`src/rtl/tkcr_pkg.sv`:
```
// ----------------------------------------------------------------------------
// tkcr_pkg
// Shared widths, limits and controller/datapath handshake types for the
// top-k change ranker.
// ----------------------------------------------------------------------------
package tkcr_pkg;

    localparam int VAL_W = 16;   // Q0.16 input value
    localparam int SQ_W  = 32;   // exact square of a 16-bit difference
    localparam int SUM_W = 38;   // running sum of squares
    localparam int IDX_W = 12;   // entity number as reported
    localparam int POS_W = 4;    // rank position as reported

    localparam logic [SUM_W-1:0] SUM_MAX = {SUM_W{1'b1}};

    // Commands from the controller to the datapath
    typedef struct packed {
        logic ins;    // insert the finished entity sum into the top list
        logic emit;   // move the head of the top list into the output register
        logic clear;  // end of set: drop list fill, entity count and rank
    } cmd_t;

    // Status from the datapath to the controller
    typedef struct packed {
        logic filled_zero;  // top list holds no entry
        logic emit_last;    // the next emitted entry is the final one
        logic out_free;     // output register can take a new transfer
    } status_t;

endpackage

```
`src/rtl/tkcr_ctrl.sv`:
```
// ----------------------------------------------------------------------------
// tkcr_ctrl
// Sequencer: streams dimensions, then accumulates, inserts and emits.
// ----------------------------------------------------------------------------
module tkcr_ctrl (
    input  logic              aclk,
    input  logic              aresetn,
    input  logic              s_valid,
    input  logic              s_last_dim,
    input  logic              s_last_entity,
    output logic              s_ready,
    input  tkcr_pkg::status_t stat,
    output tkcr_pkg::cmd_t    cmd
);

    typedef enum logic [1:0] {
        ST_RUN,
        ST_ACC,
        ST_INS,
        ST_EMIT
    } state_t;

    state_t state_reg, state_next;
    logic   last_ent_reg, last_ent_next;

    assign s_ready = (state_reg == ST_RUN);

    always_comb begin
        state_next    = state_reg;
        last_ent_next = last_ent_reg;
        cmd           = '0;
        unique case (state_reg)
            ST_RUN: begin
                if (s_valid && s_last_dim) begin
                    last_ent_next = s_last_entity;
                    state_next    = ST_ACC;
                end
            end
            ST_ACC: begin
                // final square lands in the sum this cycle
                state_next = ST_INS;
            end
            ST_INS: begin
                cmd.ins    = 1'b1;
                state_next = last_ent_reg ? ST_EMIT : ST_RUN;
            end
            ST_EMIT: begin
                if (stat.filled_zero) begin
                    cmd.clear  = 1'b1;
                    state_next = ST_RUN;
                end else if (stat.out_free) begin
                    cmd.emit = 1'b1;
                    if (stat.emit_last) begin
                        cmd.clear  = 1'b1;
                        state_next = ST_RUN;
                    end
                end
            end
            default: state_next = ST_RUN;
        endcase
    end

    always_ff @(posedge aclk) begin
        if (!aresetn) begin
            state_reg    <= ST_RUN;
            last_ent_reg <= 1'b0;
        end else begin
            state_reg    <= state_next;
            last_ent_reg <= last_ent_next;
        end
    end

endmodule

```
`src/rtl/tkcr_dp.sv`:
```
// ----------------------------------------------------------------------------
// tkcr_dp
// Square/accumulate pipeline, sorted top list and output register.
// ----------------------------------------------------------------------------
module tkcr_dp #(
    parameter int TOP_K        = 10,
    parameter int MAX_ENTITIES = 4096
) (
    input  logic                          aclk,
    input  logic                          aresetn,
    input  logic                          accept,
    input  logic [tkcr_pkg::VAL_W-1:0]    prev_value,
    input  logic [tkcr_pkg::VAL_W-1:0]    curr_value,
    input  tkcr_pkg::cmd_t                cmd,
    output tkcr_pkg::status_t             stat,
    output logic                          m_valid,
    input  logic                          m_ready,
    output logic [tkcr_pkg::IDX_W-1:0]    m_entity_number,
    output logic [tkcr_pkg::POS_W-1:0]    m_rank_pos,
    output logic [tkcr_pkg::SUM_W-1:0]    m_distance_sq,
    output logic                          m_last
);

    localparam int CW    = $clog2(MAX_ENTITIES + 1);
    localparam int FW    = $clog2(TOP_K + 1);
    localparam int VAL_W = tkcr_pkg::VAL_W;
    localparam int SQ_W  = tkcr_pkg::SQ_W;
    localparam int SUM_W = tkcr_pkg::SUM_W;
    localparam int IDX_W = tkcr_pkg::IDX_W;
    localparam int POS_W = tkcr_pkg::POS_W;

    // square stage
    logic [VAL_W-1:0] diff;
    logic [SQ_W-1:0]  sq_reg;
    logic             sqv_reg;

    // accumulator
    logic [SUM_W-1:0] sum_reg, sum_next;
    logic [SUM_W:0]   sum_wide;

    // top list
    logic [SUM_W-1:0] dist_reg [TOP_K];
    logic [IDX_W-1:0] idx_reg  [TOP_K];
    logic [SUM_W-1:0] dist_ins [TOP_K];
    logic [IDX_W-1:0] idx_ins  [TOP_K];
    logic [SUM_W-1:0] prev_dist [TOP_K];
    logic [IDX_W-1:0] prev_idx  [TOP_K];
    logic [TOP_K-1:0] greater;
    logic [TOP_K-1:0] above;
    logic [FW-1:0]    filled_reg;
    logic [FW-1:0]    rank_reg;
    logic [CW-1:0]    count_reg;
    logic [IDX_W-1:0] new_idx;
    logic [CW+IDX_W-1:0] count_ext;
    logic [FW+POS_W-1:0] rank_ext;
    logic             room;
    logic             do_ins;
    logic             m_valid_reg;

    assign diff = (curr_value >= prev_value) ? (curr_value - prev_value)
                                             : (prev_value - curr_value);

    always_ff @(posedge aclk) begin
        sq_reg <= SQ_W'(diff) * SQ_W'(diff);
    end

    always_ff @(posedge aclk) begin
        if (!aresetn) begin
            sqv_reg <= 1'b0;
        end else begin
            sqv_reg <= accept;
        end
    end

    // saturating accumulate
    assign sum_wide = {1'b0, sum_reg} + (SUM_W + 1)'(sq_reg);

    always_comb begin
        sum_next = sum_reg;
        if (sqv_reg) begin
            sum_next = sum_wide[SUM_W] ? tkcr_pkg::SUM_MAX : sum_wide[SUM_W-1:0];
        end else if (cmd.ins || cmd.clear) begin
            sum_next = '0;
        end
    end

    always_ff @(posedge aclk) begin
        if (!aresetn) begin
            sum_reg <= '0;
        end else begin
            sum_reg <= sum_next;
        end
    end

    // parallel insertion: an entry stays where it is while it beats the new sum
    assign count_ext = {{IDX_W{1'b0}}, count_reg};
    assign new_idx   = count_ext[IDX_W-1:0];
    assign room      = (count_reg < CW'(MAX_ENTITIES));

    always_comb begin
        for (int i = 0; i < TOP_K; i++) begin
            greater[i] = (FW'(i) < filled_reg) && (dist_reg[i] > sum_reg);
        end
    end

    for (genvar gi = 0; gi < TOP_K; gi++) begin : g_slot
        if (gi == 0) begin : g_head
            assign above[gi]     = 1'b1;
            assign prev_dist[gi] = sum_reg;
            assign prev_idx[gi]  = new_idx;
        end else begin : g_body
            assign above[gi]     = greater[gi-1];
            assign prev_dist[gi] = dist_reg[gi-1];
            assign prev_idx[gi]  = idx_reg[gi-1];
        end
        always_comb begin
            if (greater[gi]) begin
                dist_ins[gi] = dist_reg[gi];
                idx_ins[gi]  = idx_reg[gi];
            end else if (above[gi]) begin
                dist_ins[gi] = sum_reg;
                idx_ins[gi]  = new_idx;
            end else begin
                dist_ins[gi] = prev_dist[gi];
                idx_ins[gi]  = prev_idx[gi];
            end
        end
    end

    assign do_ins = cmd.ins && room && !greater[TOP_K-1];

    // list storage: insert, or shift toward the head while emitting
    always_ff @(posedge aclk) begin
        if (do_ins) begin
            for (int i = 0; i < TOP_K; i++) begin
                dist_reg[i] <= dist_ins[i];
                idx_reg[i]  <= idx_ins[i];
            end
        end else if (cmd.emit) begin
            for (int i = 0; i < TOP_K - 1; i++) begin
                dist_reg[i] <= dist_reg[i+1];
                idx_reg[i]  <= idx_reg[i+1];
            end
        end
    end

    always_ff @(posedge aclk) begin
        if (!aresetn) begin
            filled_reg <= '0;
            count_reg  <= '0;
            rank_reg   <= '0;
        end else if (cmd.clear) begin
            filled_reg <= '0;
            count_reg  <= '0;
            rank_reg   <= '0;
        end else begin
            if (do_ins && (filled_reg < FW'(TOP_K))) begin
                filled_reg <= filled_reg + FW'(1);
            end
            if (cmd.ins && room) begin
                count_reg <= count_reg + CW'(1);
            end
            if (cmd.emit) begin
                rank_reg <= rank_reg + FW'(1);
            end
        end
    end

    // output register
    assign rank_ext = {{POS_W{1'b0}}, rank_reg};

    always_ff @(posedge aclk) begin
        if (!aresetn) begin
            m_valid_reg <= 1'b0;
        end else if (cmd.emit) begin
            m_valid_reg <= 1'b1;
        end else if (m_ready) begin
            m_valid_reg <= 1'b0;
        end
    end

    always_ff @(posedge aclk) begin
        if (cmd.emit) begin
            m_entity_number <= idx_reg[0];
            m_rank_pos      <= rank_ext[POS_W-1:0];
            m_distance_sq   <= dist_reg[0];
            m_last          <= stat.emit_last;
        end
    end

    assign m_valid          = m_valid_reg;
    assign stat.filled_zero = (filled_reg == '0);
    assign stat.emit_last   = ((rank_reg + FW'(1)) == filled_reg);
    assign stat.out_free    = !m_valid_reg || m_ready;

endmodule

```
`src/rtl/top_k_change_ranker.sv`:
```
// ----------------------------------------------------------------------------
// top_k_change_ranker
// Ranks entities by squared Euclidean change and reports the TOP_K largest.
// ----------------------------------------------------------------------------
// Usage:
//   Input channel (s_*): one transfer per dimension of an entity, carrying the
//   earlier and current Q0.16 values. s_last_dim closes an entity; together
//   with s_last_entity it closes the set. Entities are numbered by arrival.
//   Result channel (m_*): after a set closes, the kept entries go out from the
//   largest distance to the smallest, rank_pos counting from 0, m_last on the
//   final one. Ties rank the later entity higher.
//   Rate: while s_ready is high, a dimension that does not close an entity is
//   taken every clock; the registered 16x16 squarer feeds the accumulator.
//   A closing dimension passes through accept, final accumulate, and parallel
//   compare-and-insert into the sorted list. Closing a set then sends each
//   kept result through the single output register, a new one whenever that
//   register is free.
//   Stall: a held result sits in the output register; emission waits on
//   m_ready and input is not taken until the list has drained into it.
//   Reset: synchronous, active low; clears the sum, entity count, list fill
//   and both channels' valid state. List contents need no reset.
// ----------------------------------------------------------------------------
module top_k_change_ranker #(
    parameter int TOP_K        = 10,
    parameter int MAX_ENTITIES = 4096
) (
    input  logic                       aclk,
    input  logic                       aresetn,
    input  logic                       s_valid,
    output logic                       s_ready,
    input  logic [tkcr_pkg::VAL_W-1:0] s_prev_value,
    input  logic [tkcr_pkg::VAL_W-1:0] s_curr_value,
    input  logic                       s_last_dim,
    input  logic                       s_last_entity,
    output logic                       m_valid,
    input  logic                       m_ready,
    output logic [tkcr_pkg::IDX_W-1:0] m_entity_number,
    output logic [tkcr_pkg::POS_W-1:0] m_rank_pos,
    output logic [tkcr_pkg::SUM_W-1:0] m_distance_sq,
    output logic                       m_last
);

    tkcr_pkg::cmd_t    cmd;
    tkcr_pkg::status_t stat;
    logic              accept;

    // an input transfer completes on valid and ready together
    assign accept = s_valid && s_ready;

    // sequencer: streams dimensions, then walks insert and emission
    tkcr_ctrl u_ctrl (
        .aclk          (aclk),
        .aresetn       (aresetn),
        .s_valid       (s_valid),
        .s_last_dim    (s_last_dim),
        .s_last_entity (s_last_entity),
        .s_ready       (s_ready),
        .stat          (stat),
        .cmd           (cmd)
    );

    // squarer, accumulator, sorted list and output register
    tkcr_dp #(
        .TOP_K        (TOP_K),
        .MAX_ENTITIES (MAX_ENTITIES)
    ) u_dp (
        .aclk            (aclk),
        .aresetn         (aresetn),
        .accept          (accept),
        .prev_value      (s_prev_value),
        .curr_value      (s_curr_value),
        .cmd             (cmd),
        .stat            (stat),
        .m_valid         (m_valid),
        .m_ready         (m_ready),
        .m_entity_number (m_entity_number),
        .m_rank_pos      (m_rank_pos),
        .m_distance_sq   (m_distance_sq),
        .m_last          (m_last)
    );

endmodule
```
`config.mk`:
```
export PLATFORM = sky130hd
export DESIGN_NAME = top_k_change_ranker
export DESIGN_NICKNAME = d
export VERILOG_FILES = /design/src/rtl/tkcr_pkg.sv /design/src/rtl/tkcr_ctrl.sv /design/src/rtl/tkcr_dp.sv /design/src/rtl/top_k_change_ranker.sv
export SDC_FILE = /design/constraint.sdc
export NUM_CORES = 2
export LEC_CHECK = 0
export BUFFER_PORTS_ARGS = -buffer_cell sky130_fd_sc_hd__buf_2
export CORE_ASPECT_RATIO = 1.1
export CORE_UTILIZATION = 55
export CTS_CLUSTER_SIZE = 40
export DETAILED_ROUTE_END_ITERATION = 10
export GPL_TIMING_DRIVEN = 0
export PLACE_DENSITY = 0.73
export SYNTH_ARGS = -nofsm -noshare
export SYNTH_HDL_FRONTEND = slang
export SYNTH_SLANG_ARGS = --single-unit
```
`constraint.sdc`:
```
create_clock -name aclk -period 12.4 [get_ports aclk]
set_input_delay 2.48 -clock aclk [delete_from_list [all_inputs] [get_ports aclk]]
set_output_delay 2.48 -clock aclk [all_outputs]
set_load 0.02 [all_outputs]
```
# Word-level counts from Yosys, hierarchy flattened
# Memories as Yosys holds them, arrays and structs flattened.
# Cells that the tools add are included.
dict set report word_totals {
  register_bits 151
  ram_bits 500
  output_inout_bits 57
  mem_count 2
}
dict set report op_classes {
  addsub 6
  mul 1
  magnitude_cmp 23
  eq_ne 7
  mux 79
  n_bitwise 19
  n_reduce_logical 26
}
# memory words word_bits read_ports rd_ports_with_merged_regs wr line_no
set mem_list {}
lappend mem_list {u_dp.dist_reg 10 38 10 0 10 tkcr_dp.sv:42} ;# logic [SUM_W-1:0] dist_reg [TOP_K];
lappend mem_list {u_dp.idx_reg 10 12 10 0 10 tkcr_dp.sv:43} ;# logic [IDX_W-1:0] idx_reg [TOP_K];
# op n
set ops {}
lappend ops {{2-to-1 mux 38 bit} 31}
lappend ops {{greater-than comparator 38 bit} 10}
lappend ops {{2-to-1 mux 12 bit} 28}
lappend ops {{adder 38 x 32 -> 39 bit} 1}
lappend ops {{multiplier 16 x 16 -> 32 bit} 1}
lappend ops {{subtractor 16 bit} 2}
lappend ops {{bitwise OR 1 bit} 18}
lappend ops {{greater-or-equal comparator 16 bit} 1}
lappend ops {{< comparator 3 x 4 -> 1 bit, first input constant} 4}
lappend ops {{2-to-1 mux 16 bit} 1}
lappend ops {{logical AND 1 bit} 15}
lappend ops {{2-to-1 mux 2 bit} 7}
lappend ops {{adder 13 x 1 -> 13 bit, second input constant} 1}
lappend ops {{< comparator 13 bit, second input constant} 1}
lappend ops {{2-to-1 mux 1 bit} 11}
lappend ops {{adder 4 x 1 -> 4 bit, second input constant} 2}
lappend ops {{< comparator 1 x 4 -> 1 bit, first input constant} 2}
lappend ops {{< comparator 2 x 4 -> 1 bit, first input constant} 2}
lappend ops {{< comparator 4 bit, first input constant} 2}
lappend ops {{one-hot mux 2 bit (4 select lines)} 1}
lappend ops {{inequality test 3 bit, second input constant} 2}
lappend ops {{equality test 2 bit, second input constant} 2}
lappend ops {{equality test 4 bit} 1}
lappend ops {{logical NOT 4 bit} 1}
lappend ops {{11 further kinds} 14}

# Logic depth before layout (Yosys ltp)
dict set report depth {
  ltp_word 10
  mapped_depth 38
  mapped_depth_nobuf 37
}

# By module
# Synthesis repeated with hierarchy kept, for this count alone.
dict set report hier_totals {
  hier_cells 4266
  hier_area_um2 50470.9
}
# module n_inst cells_per_inst area_per_inst_um2 seq_area_each_um2
set by_module_without_submodules {}
lappend by_module_without_submodules {tkcr_dp 1 4246 50305.7 18507.8}
lappend by_module_without_submodules {tkcr_ctrl 1 19 158.9 60.1}
lappend by_module_without_submodules {top_k_change_ranker 1 1 6.3 0.0}

# Least setup slack after synthesis
# No wires, ideal clock.
dict set report synth_timing {
  path_type {input to register}
  start {input s_curr_value[0] (netlist name)}
  end {register u_dp.sq_reg[31]}
  setup_ns 0.121
  arrival_time_ns 10.234
  required_ns 12.279
  path_slack_ns 2.045
  stages 36
  n_path_buf 3
  path_cell_list {inv_1 ha_1 fa_1 nand2b_1 a31oi_1 o211ai_1 a31oi_4 buf_6 buf_6 o21ai_1 o21ai_1 a22oi_1 o22ai_2 xor2_1 buf_4 nand2_1 fa_1 inv_1 fa_1 fa_1 fa_1 fa_1 inv_1 fa_1 inv_1 ha_1 a21oi_1 o21ai_0 a211oi_1 nor2_1 a211o_1 a2111oi_2 nor3_1 a31oi_1 o21ai_1 xnor2_1}
}
dict set report synth_between {
  elab_chain_len 3
  word_cells_on_any_way 5
  classes_between {add/sub: 2; mul: 1; order compare: 1; mux: 1}
}
# item line_no
set synth_rtl {}
lappend synth_rtl {{start: declaration} top_k_change_ranker.sv:32} ;# input logic [tkcr_pkg::VAL_W-1:0] s_curr_value,
lappend synth_rtl {{subtractor 16 bit (tied with other cells)} tkcr_dp.sv:61} ;# : (prev_value - curr_value);
lappend synth_rtl {{2-to-1 mux 16 bit (*)} tkcr_dp.sv:60} ;# assign diff = (curr_value >= prev_value) ? (curr_value - prev_value)
lappend synth_rtl {{multiplier 16 x 16 -> 32 bit (*)} tkcr_dp.sv:64} ;# sq_reg <= SQ_W'(diff) * SQ_W'(diff);
lappend synth_rtl {{end signal: assignment} tkcr_dp.sv:64}
lappend synth_rtl {{end: declaration} tkcr_dp.sv:34} ;# logic [SQ_W-1:0] sq_reg;
# Every way passes the cells marked *; elsewhere a longest branch is shown, timed or not.
# A chain may end at the register's enable or synchronous reset.

# Worst setup path after layout
dict set report layout_timing {
  start {input s_prev_value[0] (netlist name)}
  end {register u_dp.sq_reg[31]}
}
dict set report layout_between {
  elab_chain_len 3
  word_cells_on_any_way 5
  classes_between {add/sub: 2; mul: 1; order compare: 1; mux: 1}
}
# item line_no
set layout_rtl {}
lappend layout_rtl {{start: declaration} top_k_change_ranker.sv:31} ;# input logic [tkcr_pkg::VAL_W-1:0] s_prev_value,
lappend layout_rtl {{subtractor 16 bit (tied with other cells)} tkcr_dp.sv:61}
lappend layout_rtl {{2-to-1 mux 16 bit (*)} tkcr_dp.sv:60}
lappend layout_rtl {{multiplier 16 x 16 -> 32 bit (*)} tkcr_dp.sv:64}
# Marked as above.

==> run metrics <==
clock skew 23.65 ps; Crit path largest cell delay 930 ps; Detailed Routing Iterations Pass 1 6; hold-fix buffers at CTS 0; gpl congestion 0.9800; Critical path origin s_prev_value[0]; vias 40.67k; Post-Route Setup TNS 0 ps; outcome complete, no violations; R2R cell count 14; # port buffers 94; core area 88150 sq um; DRC 0; placed cell area 51560 sq um; drt wl/cell 25.47 um; Reg-to-Reg End u_dp.dist_reg[0][20]$_DFFE_PP_; max_cap viols 0; initial drt markers 3974; critical path endpoint u_dp.sq_reg[31]$_DFF_P_; share of layout cells above drive strength 1 7.428%; Total GRT Usage 35.53%; Post-Synthesis Cells 4975; Starting Density 55.79%; most used cell along the critical path fa_1; HP Class reg -> reg; path length in cells of the critical path 30; Hold Violations, Final 0; library cells used by synthesis 91; slowest CP cell xnor2_1; register-to-register path setup slack 5170 ps; Buffers & Inverters on Critical Path 5; Place WS 412.1 ps; Slew Viols, Final 0; Fillers 7535; postcts setup bufs 0; height of the chip 315.6 um; Routed Antenna Nets 0; vias in the first global route 40.60k; CP Max Fanout 10; Finished Cell Area 53730 sq um; clock latency on the worst-skew pair 670 ps; main combinational cell family by area after synthesis adder cells; multiplexer share of the synthesized area 7.220%; Ys Warns 0; clock slew at reported path FFs 60 ps; first-pass GRT wire length 241.8 mm; Syn Std Cell Area 49180 sq um; post-synth top area share 33.89%; setup violators final 0; kind of critical path in -> reg; Mean Syn Cell Area 9.886 sq um; top post-synthesis cells by area edfxtp_1 (34%), ha_1 (14%), mux2i_1 (6.9%); row cnt 114; ys flop type edfxtp_1; nets 5909; utilization after layout 60.95%; cells resized by post-CTS repair 0; achievable frequency 0.08802 GHz; met2 wire len 76.57 mm; final setup margin 1039 ps; Area Growth Syn to Fin 9.248%; I/O pins 95; share of synthesized flip-flops with an asynchronous set or reset 0%; minimum clock period 11360 ps; Die X 287.1 um; Largest delay share family, worst path adder cells; CTS tree built; Routed met1 length 58.26 mm; DR top layer met5; Worst setup SP type primary input; Tightest Pin Transition 1328 ps; Adder-Cell Fraction of Synth Area 20.70%; H-tree depth 3; Largest register FFs 380; sequential area share after synthesis 37.75%; Num CTS Buffers 68; RSZ-0062 raised after global routing false; Die Area 90620 sq um; post-synthesis xor/xnor area fraction 1.916%; met3 wire length 14.64 mm; part of the cycle the worst path needs 91.62%; Req. time, crit path 12940 ps; synth cell count leaders nand2_1 (642), edfxtp_1 (555), ha_1 (548); number of synthesized flops with an enable pin 555; Setup crit end kind flip-flop; hpwl dp 124.6 mm; initial antenna violation count 4; Worst slew margin 10.28%; post-synthesis simple-gate area fraction 12.00%; CTS sink cnt 650; Vias/cell 6.381; Synth area leader edfxtp_1; most common cell in the netlist nand2_1; WP data arrival 11900 ps; post-synthesis compound-gate area fraction 15.26%; Root Driver clkbuf_16; syn nets 5727; grt total ovfl 0; CTS Buffer Depth 3; reg2reg start u_dp.sum_reg[3]$_SDFFE_PN0P_; largest net degree at the start of global routing 49; Routed Wire Length 162.3 mm; synthesis-stage register bit count 650
-- layout make-up --
cell class                      count  area (sq um)  area share, %
Inverter                          338          1269          2.361
Multi-Input combinational cell   3706         28170          52.42
Clock buffer                       92          1872          3.484
Tap cell                         1160          1451          2.701
Clock inverter                     31         271.5         0.5053
Buffer                            281          1270          2.364
Antenna cell                        4         10.01        0.01863
Sequential cell                   650         18570          34.56
Timing Repair Buffer              112         852.1          1.586
-- logic make-up after synthesis --
group	after synthesis
adder cells (fa/ha/maj)	714
multiplexers	353
XOR/XNOR	96
AND/OR/NAND/NOR	1308
AO/OA/AOI/OAI	1235
flip-flops	650
buffers and inverters	619
-- per-layer routing --
layer | GRT usage (%) | up-vias
met3 | 6.580 | 574
met1 | 41.38 | 19770
met2 | 58.86 | 2123
met5 | 0 | -
met4 | 25.80 | 4
li1 | - | 18200
-- cell usage in the layout (no fill, tap or decap), drive strengths merged, types with 45 or more instances in the layout --
cell type,count
nand4,92
nor2,272
mux2i,339
xnor2,55
o21ai,574
fa,166
a31oi,63
nand2,645
buf,190
and2,45
edfxtp,555
a21oi,190
dfxtp,95
ha,548
inv,341
a21o,206
clkbuf,295
-- worst reg2reg max path, delay by kind of cell, from the launching register on --
family / cells / cell delay [ps]
adders and majority gates: 1 / 440
DFF: 1 / 480
buffers and inverters: 5 / 2600
AOI/OAI and AO/OA: 8 / 3310
-- worst min path at each step --
stage | start | to | slack [ps] | depth (start not counted)
global route | u_dp.idx_reg[0][3]$_DFFE_PP_ | u_dp.m_entity_number[3]$_DFFE_PP_ | 460 | 0
floorplan | u_dp.idx_reg[0][0]$_DFFE_PP_ | u_dp.m_entity_number[0]$_DFFE_PP_ | 430 | 0
detailed placement | u_dp.idx_reg[0][6]$_DFFE_PP_ | u_dp.m_entity_number[6]$_DFFE_PP_ | 440 | 0
CTS | u_dp.idx_reg[0][6]$_DFFE_PP_ | u_dp.m_entity_number[6]$_DFFE_PP_ | 460 | 0
global placement | u_dp.idx_reg[0][7]$_DFFE_PP_ | u_dp.m_entity_number[7]$_DFFE_PP_ | 440 | 0
finish | u_dp.idx_reg[0][3]$_DFFE_PP_ | u_dp.m_entity_number[3]$_DFFE_PP_ | 460 | 0
-- stage by stage --
| stage | std cells | hold slack, ps |
|---|---|---|
| finish | 6374 | 457.6 |
| detailed placement | 6246 | 439.3 |
| global route | 6370 | 464.3 |
| CTS | 6369 | 461.8 |
| global placement | 6229 | 437.3 |
| floorplan | 4975 | 426.1 |
Power is not shown: default switching activity piles up to over one toggle a cycle in this logic, so the estimate is an artifact.
